===== src/rtl/u8bd_pkg.sv =====
package u8bd_pkg;

    localparam int QUEUE_DEPTH = 2;

    localparam logic [7:0] MASK_E0 = 8'hE0;
    localparam logic [7:0] MASK_F0 = 8'hF0;
    localparam logic [7:0] MASK_F8 = 8'hF8;
    localparam logic [7:0] CODE_C0 = 8'hC0;
    localparam logic [7:0] CODE_E0 = 8'hE0;
    localparam logic [7:0] CODE_F0 = 8'hF0;
    localparam logic [7:0] MASK_3F = 8'h3F;
    localparam logic [7:0] MASK_1F = 8'h1F;
    localparam logic [7:0] MASK_0F = 8'h0F;
    localparam logic [7:0] MASK_07 = 8'h07;

    localparam logic [20:0] CP_PRINT_LO  = 21'd33;
    localparam logic [20:0] CP_PRINT_HI  = 21'd126;
    localparam logic [20:0] CP_LATIN_LO  = 21'd161;
    localparam logic [20:0] CP_LATIN_MID = 21'd172;
    localparam logic [20:0] CP_LATIN_RE  = 21'd174;
    localparam logic [20:0] CP_LATIN_HI  = 21'd255;
    localparam logic [20:0] CP_SHIFT_LO  = 21'd256;
    localparam logic [20:0] CP_SHIFT_HI  = 21'd323;

    localparam logic [6:0] K_LOW_END  = 7'd33;
    localparam logic [6:0] K_HIGH_END = 7'd67;
    localparam logic [7:0] K_HIGH_OFS = 8'd94;
    localparam logic [7:0] BYTE_SHY   = 8'd173;

    typedef struct packed {
        logic [7:0] in_byte;
        logic       stream_end;
    } in_t;

    typedef struct packed {
        logic [7:0] out_byte;
        logic       run_last;
    } out_t;

    typedef struct packed {
        logic [3:0][7:0] bytes;
        logic [1:0]      last_idx;
    } run_t;

    typedef struct packed {
        logic full;
        logic empty;
    } queue_status_t;

    typedef struct packed {
        logic seq_open;
    } front_status_t;

    function automatic logic [2:0] lead_length(input logic [7:0] c);
        logic [2:0] len;
        if (!c[7]) begin
            len = 3'd1;
        end else if ((c & MASK_E0) == CODE_C0) begin
            len = 3'd2;
        end else if ((c & MASK_F0) == CODE_E0) begin
            len = 3'd3;
        end else if ((c & MASK_F8) == CODE_F0) begin
            len = 3'd4;
        end else begin
            len = 3'd1;
        end
        return len;
    endfunction

endpackage


===== src/rtl/u8bd_front.sv =====
module u8bd_front
    import u8bd_pkg::*;
(
    input  logic          aclk,
    input  logic          aresetn,
    input  logic          s_valid,
    output logic          s_ready,
    input  in_t           s_data,
    input  queue_status_t q_status,
    output logic          run_push,
    output run_t          run_data,
    output front_status_t front_status
);

    logic [7:0] held_bytes_reg [0:2];
    logic [1:0] held_count_reg, held_count_next;
    logic [1:0] seq_len_reg, seq_len_next;

    logic       accept;
    logic       seq_open;
    logic [1:0] h;
    logic [2:0] n;
    logic [7:0] lead;
    logic [2:0] need;
    logic       hold;
    logic [1:0] wr_idx;

    assign s_ready  = !q_status.full;
    assign accept   = s_valid && s_ready;
    assign seq_open = (seq_len_reg != 2'd0);
    assign h        = seq_open ? held_count_reg : 2'd0;
    assign n        = {1'b0, h} + 3'd1;
    assign lead     = seq_open ? held_bytes_reg[0] : s_data.in_byte;
    assign need     = lead_length(lead);
    assign hold     = !s_data.stream_end && (n < need);
    assign wr_idx   = seq_open ? held_count_reg : 2'd0;
    assign run_push = accept && !hold;

    assign front_status.seq_open = seq_open;

    always_comb begin
        run_data.bytes[0] = (h == 2'd0) ? s_data.in_byte : held_bytes_reg[0];
        run_data.bytes[1] = (h > 2'd1) ? held_bytes_reg[1] : s_data.in_byte;
        run_data.bytes[2] = (h > 2'd2) ? held_bytes_reg[2] : s_data.in_byte;
        run_data.bytes[3] = s_data.in_byte;
        run_data.last_idx = h;
    end

    always_comb begin
        held_count_next = held_count_reg;
        seq_len_next    = seq_len_reg;
        if (accept) begin
            if (hold) begin
                if (!seq_open) begin
                    seq_len_next = 2'(need - 3'd1);
                end
                held_count_next = wr_idx + 2'd1;
            end else begin
                held_count_next = 2'd0;
                seq_len_next    = 2'd0;
            end
        end
    end

    always_ff @(posedge aclk) begin
        if (!aresetn) begin
            held_count_reg <= 2'd0;
            seq_len_reg    <= 2'd0;
        end else begin
            held_count_reg <= held_count_next;
            seq_len_reg    <= seq_len_next;
        end
    end

    always_ff @(posedge aclk) begin
        if (accept && hold) begin
            held_bytes_reg[wr_idx] <= s_data.in_byte;
        end
    end

endmodule


===== src/rtl/u8bd_queue.sv =====
module u8bd_queue
    import u8bd_pkg::*;
#(
    parameter int DEPTH = QUEUE_DEPTH
) (
    input  logic          aclk,
    input  logic          aresetn,
    input  logic          push,
    input  run_t          push_data,
    input  logic          pop,
    output run_t          head_data,
    output queue_status_t status
);

    localparam int PTR_W = (DEPTH > 1) ? $clog2(DEPTH) : 1;
    localparam int CNT_W = $clog2(DEPTH + 1);

    run_t             mem [0:DEPTH-1];
    logic [PTR_W-1:0] wr_ptr_reg, wr_ptr_next;
    logic [PTR_W-1:0] rd_ptr_reg, rd_ptr_next;
    logic [CNT_W-1:0] count_reg, count_next;

    assign status.full  = (count_reg == CNT_W'(DEPTH));
    assign status.empty = (count_reg == '0);
    assign head_data    = mem[rd_ptr_reg];

    always_comb begin
        wr_ptr_next = wr_ptr_reg;
        rd_ptr_next = rd_ptr_reg;
        count_next  = count_reg;
        if (push) begin
            wr_ptr_next = (wr_ptr_reg == PTR_W'(DEPTH - 1)) ? '0 : wr_ptr_reg + 1'b1;
        end
        if (pop) begin
            rd_ptr_next = (rd_ptr_reg == PTR_W'(DEPTH - 1)) ? '0 : rd_ptr_reg + 1'b1;
        end
        if (push && !pop) begin
            count_next = count_reg + 1'b1;
        end else if (pop && !push) begin
            count_next = count_reg - 1'b1;
        end
    end

    always_ff @(posedge aclk) begin
        if (!aresetn) begin
            wr_ptr_reg <= '0;
            rd_ptr_reg <= '0;
            count_reg  <= '0;
        end else begin
            wr_ptr_reg <= wr_ptr_next;
            rd_ptr_reg <= rd_ptr_next;
            count_reg  <= count_next;
        end
    end

    always_ff @(posedge aclk) begin
        if (push) begin
            mem[wr_ptr_reg] <= push_data;
        end
    end

endmodule


===== src/rtl/u8bd_back.sv =====
module u8bd_back
    import u8bd_pkg::*;
(
    input  logic          aclk,
    input  logic          aresetn,
    input  run_t          head_data,
    input  queue_status_t q_status,
    output logic          pop,
    output logic          m_valid,
    input  logic          m_ready,
    output out_t          m_data
);

    logic [3:0][7:0] buf_reg;
    logic [1:0]      last_idx_reg;
    logic [1:0]      pos_reg, pos_next;
    logic [1:0]      raw_reg, raw_next;
    logic            busy_reg, busy_next;
    logic            m_valid_reg, m_valid_next;
    out_t            m_data_reg, m_data_next;

    logic            advance;
    logic            step_last;
    logic [7:0]      c, b1, b2, b3;
    logic [2:0]      len;
    logic [2:0]      adv;
    logic [2:0]      new_pos;
    logic [20:0]     cp;
    logic            mapped;
    logic [7:0]      mapped_byte;
    logic [7:0]      step_byte;
    logic [6:0]      k;

    assign c  = buf_reg[pos_reg];
    assign b1 = buf_reg[pos_reg + 2'd1];
    assign b2 = buf_reg[pos_reg + 2'd2];
    assign b3 = buf_reg[pos_reg + 2'd3];

    always_comb begin
        len = lead_length(c);
        cp  = '0;
        if (len == 3'd1) begin
            cp = c[7] ? 21'd0 : {13'd0, c};
        end else if (({1'b0, pos_reg} + len - 3'd1) <= {1'b0, last_idx_reg}) begin
            case (len)
                3'd2: cp = {10'd0, 5'(c & MASK_1F), 6'(b1 & MASK_3F)};
                3'd3: cp = {5'd0, 4'(c & MASK_0F), 6'(b1 & MASK_3F), 6'(b2 & MASK_3F)};
                3'd4: cp = {3'(c & MASK_07), 6'(b1 & MASK_3F), 6'(b2 & MASK_3F),
                            6'(b3 & MASK_3F)};
                default: cp = '0;
            endcase
        end else begin
            len = 3'd1;
            cp  = '0;
        end
    end

    always_comb begin
        k           = cp[6:0];
        mapped      = 1'b0;
        mapped_byte = cp[7:0];
        if ((cp >= CP_PRINT_LO && cp <= CP_PRINT_HI) ||
            (cp >= CP_LATIN_LO && cp <= CP_LATIN_MID) ||
            (cp >= CP_LATIN_RE && cp <= CP_LATIN_HI)) begin
            mapped = 1'b1;
        end else if (cp >= CP_SHIFT_LO && cp <= CP_SHIFT_HI) begin
            mapped = 1'b1;
            if (k < K_LOW_END) begin
                mapped_byte = {1'b0, k};
            end else if (k < K_HIGH_END) begin
                mapped_byte = {1'b0, k} + K_HIGH_OFS;
            end else begin
                mapped_byte = BYTE_SHY;
            end
        end
    end

    always_comb begin
        if (raw_reg != 2'd0) begin
            step_byte = c;
            adv       = 3'd1;
            raw_next  = raw_reg - 2'd1;
        end else if (mapped) begin
            step_byte = mapped_byte;
            adv       = len;
            raw_next  = 2'd0;
        end else begin
            step_byte = c;
            adv       = 3'd1;
            raw_next  = 2'(len - 3'd1);
        end
        new_pos   = {1'b0, pos_reg} + adv;
        step_last = (new_pos == ({1'b0, last_idx_reg} + 3'd1));
        pos_next  = new_pos[1:0];
    end

    assign advance = busy_reg && (!m_valid_reg || m_ready);
    assign pop     = !q_status.empty && (!busy_reg || (advance && step_last));

    always_comb begin
        busy_next    = busy_reg;
        m_valid_next = m_valid_reg;
        m_data_next  = m_data_reg;
        if (advance) begin
            m_valid_next         = 1'b1;
            m_data_next.out_byte = step_byte;
            m_data_next.run_last = step_last;
            if (step_last) begin
                busy_next = 1'b0;
            end
        end else if (m_ready) begin
            m_valid_next = 1'b0;
        end
        if (pop) begin
            busy_next = 1'b1;
        end
    end

    always_ff @(posedge aclk) begin
        if (!aresetn) begin
            busy_reg    <= 1'b0;
            m_valid_reg <= 1'b0;
            pos_reg     <= 2'd0;
            raw_reg     <= 2'd0;
        end else begin
            busy_reg    <= busy_next;
            m_valid_reg <= m_valid_next;
            if (pop) begin
                pos_reg <= 2'd0;
                raw_reg <= 2'd0;
            end else if (advance) begin
                pos_reg <= pos_next;
                raw_reg <= raw_next;
            end
        end
    end

    always_ff @(posedge aclk) begin
        m_data_reg <= m_data_next;
        if (pop) begin
            buf_reg      <= head_data.bytes;
            last_idx_reg <= head_data.last_idx;
        end
    end

    assign m_valid = m_valid_reg;
    assign m_data  = m_data_reg;

endmodule


===== src/rtl/utf8_to_byte_level_decoder_unit.sv =====
// Channel   Direction  Ports                       Payload
// input     in         s_valid s_ready s_data      in_t  (in_byte, stream_end)
// result    out        m_valid m_ready m_data      out_t (out_byte, run_last)
//
// One input byte is taken per cycle while the run queue has room.
// The back end emits the result bytes of a run one at a time and holds while results
// stall; a sequence of n bytes gives n bytes at most and a single byte when it maps.
// Reset clears the open sequence, the queue and the output valid flag.
// The queue lets the input side keep taking transactions while results stall.
module utf8_to_byte_level_decoder_unit
    import u8bd_pkg::*;
#(
    parameter int FIFO_DEPTH = QUEUE_DEPTH
) (
    input  logic aclk,
    input  logic aresetn,
    input  logic s_valid,
    output logic s_ready,
    input  in_t  s_data,
    output logic m_valid,
    input  logic m_ready,
    output out_t m_data
);

    queue_status_t q_status;
    front_status_t front_status;
    logic          run_push;
    run_t          run_data;
    logic          run_pop;
    run_t          head_data;

    u8bd_front u_front (
        .aclk         (aclk),
        .aresetn      (aresetn),
        .s_valid      (s_valid),
        .s_ready      (s_ready),
        .s_data       (s_data),
        .q_status     (q_status),
        .run_push     (run_push),
        .run_data     (run_data),
        .front_status (front_status)
    );

    u8bd_queue #(
        .DEPTH (FIFO_DEPTH)
    ) u_queue (
        .aclk      (aclk),
        .aresetn   (aresetn),
        .push      (run_push),
        .push_data (run_data),
        .pop       (run_pop),
        .head_data (head_data),
        .status    (q_status)
    );

    u8bd_back u_back (
        .aclk      (aclk),
        .aresetn   (aresetn),
        .head_data (head_data),
        .q_status  (q_status),
        .pop       (run_pop),
        .m_valid   (m_valid),
        .m_ready   (m_ready),
        .m_data    (m_data)
    );

    a_no_push_full: assert property (@(posedge aclk) disable iff (!aresetn)
        !(run_push && q_status.full))
        else $error("Run pushed into a full queue.");

    a_no_pop_empty: assert property (@(posedge aclk) disable iff (!aresetn)
        !(run_pop && q_status.empty))
        else $error("Run popped from an empty queue.");

    a_end_flushes: assert property (@(posedge aclk) disable iff (!aresetn)
        (s_valid && s_ready && s_data.stream_end) |-> run_push)
        else $error("End of stream did not flush the open sequence.");

    a_end_closes: assert property (@(posedge aclk) disable iff (!aresetn)
        (s_valid && s_ready && s_data.stream_end) |=> !front_status.seq_open)
        else $error("Sequence still open after end of stream.");

endmodule

===== config.mk =====
export PLATFORM = sky130hd
export DESIGN_NAME = utf8_to_byte_level_decoder_unit
export DESIGN_NICKNAME = d
export VERILOG_FILES = /design/src/rtl/u8bd_pkg.sv /design/src/rtl/u8bd_front.sv /design/src/rtl/u8bd_queue.sv /design/src/rtl/u8bd_back.sv /design/src/rtl/utf8_to_byte_level_decoder_unit.sv
export SDC_FILE = /design/constraint.sdc
export NUM_CORES = 1
export LEC_CHECK = 0
export ABC_AREA = 0
export BUFFER_PORTS_ARGS = -buffer_cell sky130_fd_sc_hd__buf_4
export CAP_MARGIN = 20
export CORE_ASPECT_RATIO = 1.75
export CORE_MARGIN = 5
export CORE_UTILIZATION = 57
export CTS_BUF_LIST = sky130_fd_sc_hd__clkbuf_16
export DETAILED_ROUTE_END_ITERATION = 10
export HOLD_SLACK_MARGIN = 0.03
export PLACE_DENSITY_LB_ADDON = 0.2
export SLEW_MARGIN = 20
export SYNTH_ARGS = -nofsm -noshare
export SYNTH_HDL_FRONTEND = slang
export SYNTH_SLANG_ARGS = --single-unit

===== constraint.sdc =====
create_clock -name aclk -period 10.75 [get_ports aclk]
set_clock_uncertainty 0.1 [all_clocks]
set_input_delay 0 -clock aclk [delete_from_list [all_inputs] [get_ports aclk]]
set_output_delay 0 -clock aclk [all_outputs]
set_load 0.02 [all_outputs]

### Word level (Yosys, flattened, before mapping)

Memory sizes are Yosys's and may differ from the RTL's. A register that Yosys moved wholly into a read port is not among the register bits.
Cells that the tools add are included.

| storage, ports and cells | value |
|---|---|
| input port bits | 13 |
| output and inout bits | 11 |
| memory bits (read-only) | 0 |
| word-level logic and storage cells | 153 |
| memories kept | 2 |
| bits in writable memories | 92 |
| bits in registers | 23 |
| bits in latches | 0 |

| cells by class | value |
|---|---|
| $mul | 0 |
| bitwise logic cells | 1 |
| order comparisons | 18 |
| shift operators | 0 |
| eq/ne operators | 13 |
| add/subtract/negate cells | 17 |
| div/mod/pow operators | 0 |
| mux-type cells | 55 |
| reduce and logical (&&, ||, !) cells | 36 |

Memory list:

| name | words | bits a word | read ports | clocked after Yosys merged registers in | wr ports | RTL line | source |
|---|---|---|---|---|---|---|---|
| u_queue.mem | 2 | 34 | 1 | 1 | 1 | u8bd_queue.sv:18 | `run_t mem [0:DEPTH-1];` |
| u_front.held_bytes_reg | 3 | 8 | 3 | 0 | 1 | u8bd_front.sv:15 | `logic [7:0] held_bytes_reg [0:2];` |

Operators with widths:

| kind | count |
|---|---|
| $mux W8 | 11 |
| $bmux W8 S2 | 4 |
| $pmux W21 S3 | 1 |
| $ge A21 B8 Y1 const B | 2 |
| $le A21 B8 Y1 const B | 2 |
| $mux W21 | 2 |
| $mux W3 | 12 |
| $ge A21 B6 Y1 const B | 1 |
| $ge A21 B9 Y1 const B | 1 |
| $le A21 B7 Y1 const B | 1 |
| $le A21 B9 Y1 const B | 1 |
| $mux W6 | 3 |
| $mux W2 | 8 |
| $logic_and A1 B1 Y1 | 13 |
| $mux W1 | 13 |
| $lt A2 B3 Y1 const B | 4 |
| $reduce_bool A2 Y1 | 6 |
| $eq A5 B5 Y1 const B | 2 |
| $eq A3 B3 Y1 const B | 3 |
| $add A7 B7 Y8 const B | 1 |
| $eq A4 B4 Y1 const B | 2 |
| $logic_not A1 Y1 | 8 |
| $sub A2 B1 Y2 const B | 4 |
| $lt A7 B6 Y1 const B | 1 |
| other kinds (22) | 34 |

### Depth between registers and ports, before layout

| depth | value |
|---|---|
| word-level depth | 27 |
| depth in mapped cells | 36 |

### By module

From an unflattened synthesis, not the netlist that was laid out.

| second synthesis, totals | value |
|---|---|
| cell total of the unflattened synthesis | 604 |
| area, all modules | 8117.8 µm² |

Modules (own cells, without submodules):

| module | cells an instance | instances | area an instance (µm²) |
|---|---|---|---|
| u8bd_back | 364 | 1 | 3962.6 |
| u8bd_queue | 128 | 1 | 2671.3 |
| u8bd_front | 112 | 1 | 1483.9 |

### Worst setup path after synthesis

Ideal clock, no wire load.

| timing | value |
|---|---|
| path kind | flip-flop to flip-flop |
| start point | register u_back.pos_reg[0] |
| end point | register u_queue.count_reg[1] |
| path slack | 3199 ps |
| stages on the path, launching flop included | 36 |
| clock period less this slack | 7551 ps |
| buffers on the path | 3 |
| data arrival time | 7378 ps |
| library setup time | 73 ps |
| cells stage by stage | dfxtp_1 buf_6 mux4_2 and2_1 buf_2 nand2_1 nand2_1 ha_1 inv_1 ha_1 ha_1 nor2b_1 o21ai_1 nand4_2 o22ai_1 nand2b_1 inv_1 ha_1 inv_1 o2111ai_1 a21o_1 o21a_1 nor4_4 nor3_2 clkbuf_1 nand3_1 ha_1 inv_1 fa_1 xnor2_1 nor2_1 o211ai_1 o32a_4 ha_1 or3_1 a21oi_1 |

| between the ends | value |
|---|---|
| cells in the longest elaborated chain, start to end | 27 |
| elaborated cells between the ends (all ways) | 59 |

RTL lines:

| element | RTL line | source |
|---|---|---|
| start, declared | u8bd_back.sv:16 | `logic [1:0] pos_reg, pos_next;` |
| start signal, assigned | u8bd_back.sv:132 | `pos_reg <= pos_next;` |
| $bmux W8 S2 | u8bd_back.sv:34 | `assign c = buf_reg[pos_reg];` |
| $mux W8 (not written as such) | u8bd_back.sv:34 |  |
| $eq A5 B5 Y1 | u8bd_pkg.sv:62 | `end else if ((c & MASK_F8) == CODE_F0) begin` |
| $mux W3 | u8bd_pkg.sv:62 |  |
| $mux W3 | u8bd_pkg.sv:60 | `end else if ((c & MASK_F0) == CODE_E0) begin` |
| $mux W3 | u8bd_pkg.sv:58 | `end else if ((c & MASK_E0) == CODE_C0) begin` |
| $mux W3 | u8bd_pkg.sv:56 | `if (!c[7]) begin` |
| $add A2 B3 Y3 | u8bd_back.sv:44 | `end else if (({1'b0, pos_reg} + len - 3'd1) <= {1'b0, last_idx_reg}) begin` |
| [... 11 more ...] | n/a |  |
| $add A2 B3 Y3 (*) | u8bd_back.sv:92 | `new_pos = {1'b0, pos_reg} + adv;` |
| $eq A3 B3 Y1 (*) | u8bd_back.sv:93 | `step_last = (new_pos == ({1'b0, last_idx_reg} + 3'd1));` |
| $logic_and A1 B1 Y1 (*) | u8bd_back.sv:98 | `assign pop = !q_status.empty && (!busy_reg \|\| (advance && step_last));` |
| $logic_or A1 B1 Y1 (*) | u8bd_back.sv:98 |  |
| $logic_and A1 B1 Y1 (*) | u8bd_back.sv:98 |  |
| $logic_not A1 Y1 | u8bd_queue.sv:37 | `if (push && !pop) begin` |
| $logic_and A1 B1 Y1 | u8bd_queue.sv:37 |  |
| $mux W2 / $reduce_bool A2 Y1 (equally long branches) | n/a |  |
| end signal, assigned | u8bd_queue.sv:52 | `count_reg <= count_next;` |
| end, declared | u8bd_queue.sv:21 | `logic [CNT_W-1:0] count_reg, count_next;` |

Every way passes the cells marked *; elsewhere a longest branch is shown, timed or not. The select of a mux whose other input is x is not followed.
A chain may end at the register's enable or synchronous reset.

### Worst setup path in the final report

Same ends and word-level chain as after synthesis.

==> results.cfg <==
[synthesis]
async_reset_ff_share_pct = 0
synth.avg_cell_area_um2 = 13.5
synth_commonest_cells = edfxtp_1 (135), mux2_2 (62), nand2_1 (39)
ys_ff_latch = 149
ys_seq_area_share_pct = 54.7
postSynthCellCount = 588
synth_edf_count = 135
yosysMostFrequentCell = edfxtp_1
synth_area_mm2 = 0.00793
synth_area_leaders = edfxtp_1 (51%), mux2_2 (8.8%), mux4_2 (6.5%)
yosysTopAreaCell = edfxtp_1
ys_warn_count = 0
yosysTopAreaCellShare_pct = 51.1
syn_nets = 622
yosys_most_used_dff = edfxtp_1
yosys.cell_types.count = 86

[detailed_routing]
drt-pass1-iter-count = 5
drc = 0
routed-via-count = 5062
wl_um = 17700
ant_nets = 0
drtIter0Drc = 268
via_per_inst = 6.22
wire_per_inst_um = 21.7

[cells_and_area]
antenna_cells = 0
fin_area_mm2 = 0.00895
synthToLayoutAreaGrowth_pct = 12.9
layout-drive-gt1-share_pct = 26.5
largest_reg_flops = 68
finalNetCount = 658

[placement]
io_buffer_count = 23
hpwl_um = 13000
place_congestion = 1.03
place_area_mm2 = 0.00823

[timing]
setup_violations = 0
max_slew_margin_pct = 47.6
finalCriticalPeriod_ns = 8.80
hold_violations = 0
fin_crit_sh_pct = 81.9
setup_tns_ns = 0
drv_slew = 0
rsz0062_at_grt = no
worstMarginPinSlew_ns = 0.782
fmax_mhz = 114

[critical_path]
crit_top_cell = ha_1
end_kind = flip-flop
crit_buf_inv = 4
cp_top_family = simple AND/OR/NAND/NOR gates
cp-start-kind = flip-flop
worstSetupPathType = flip-flop to flip-flop
cp.arrival_ns = 9.05
path_max_fanout = 30
slowest_delay_ns = 0.79
crit_required_ns = 11.00
worst_path_max_delay_cell = mux4_2

[clocking]
cts_resized = 0
ctsLongestPathBuffers = 2
postCtsSetupBuffers = 0
cts_htree_levels = 4
cts_buffers = 17
clock_sinks = 149
clock_latency_ns = 0.42
cts_tree = done
cts-root-buf = clkbuf_16
clkTransAtPathRegs_ns = 0.07

[global_route]
grt_start_max_net_pins = 39
grt_use_total_pct = 22.3
use_met1_pct = 22.6
grtUsageMet2_pct = 40.6
grt_pass1_vias = 5292
grt_first_pass_wirelength_um = 28300
grt-busiest-layer = met2
antenna_found_initial = 0
grt_overflow = 0
met3_usage_pct = 3.83

[status]
status = finished clean

[floorplanning]
fp.dieW_um = 99.2
core-area_mm2 = 0.0138
die_h_um = 166
die_area_mm2 = 0.0165
rows = 57
ios = 24
start_util_pct = 57.6

[min_path]
worst_hold_path_type = input port to flip-flop

[run]
cap_violations = 0
## metrics by stage
step	std cells	util, %	hold slack, ns	setup slack (ns)
after floorplan	588	-	-0.00113	3.20
after global placement	770	59.8	0.130	2.27
after detailed placement	770	59.8	0.136	2.05
after CTS	814	65.0	0.241	2.01
after global routing	814	65.0	0.263	1.28
final	814	65.0	0.253	1.95
## worst paths after layout
kind,start,endpoint,slack [ns],cells after the start
setup / recovery,u_back.pos_reg[0],u_queue.count_reg[1],1.95,33
hold / removal,s_data[3],u_queue.mem[0][28],0.25,2
setup reg to reg,u_back.pos_reg[0],u_queue.count_reg[1],1.95,33
hold reg to reg,u_front.held_count_reg[0],u_front.held_count_reg[0],0.36,2
## layer usage
metal	vias up	wire length, µm
met3	72	473
met4	0	1200
met2	147	9880
met1	2468	6150
met5	-	0
li1	2375	-
## cells in the final DEF (no fill, tap or decap), drive strengths merged, types with 10 or more instances in the layout
master	synthesis	final
edfxtp	135	135
mux2	62	62
nand2	40	40
nor2	39	39
buf	14	29
inv	20	29
mux4	23	23
a21oi	21	21
o21ai	21	21
ha	20	20
clkbuf	10	17
dfxtp	14	14
dlygate4sd3	0	12
nand3	10	10
nand2b	10	10
## logic make-up (layout without fill, tap and decap cells)
| group | after synthesis | count (layout) | share of synthesized area [%] |
|---|---|---|---|
| buf+inv | 45 | 94 | 2.86 |
| fa+ha+maj | 21 | 21 | 3.41 |
| mux | 94 | 94 | 16.5 |
| flops | 149 | 149 | 54.7 |
| simple gates | 171 | 171 | 12.5 |
| xor+xnor | 9 | 9 | 0.994 |
| compound gates | 99 | 99 | 9.12 |
## repair_timing
| action | in CTS | in global routing |
|---|---|---|
| endpoints found under the setup margin | 0 | 0 |
| hold buffers | 12 | 0 |
| endpoints found under the hold margin | 102 | 0 |
## final cells by class
type                       count  area (µm²)
clock buffer                  17         425
clock inverter                15         174
fill                         983        4810
inverter                      21        81.3
multi-input combinational    394        3380
sequential                   149        4330
tap                          177         221
timing repair buffer          41         338
Power is left out: the tool's default activity adds up to more than one toggle a clock period on the data nets, which glitch-free logic cannot reach.
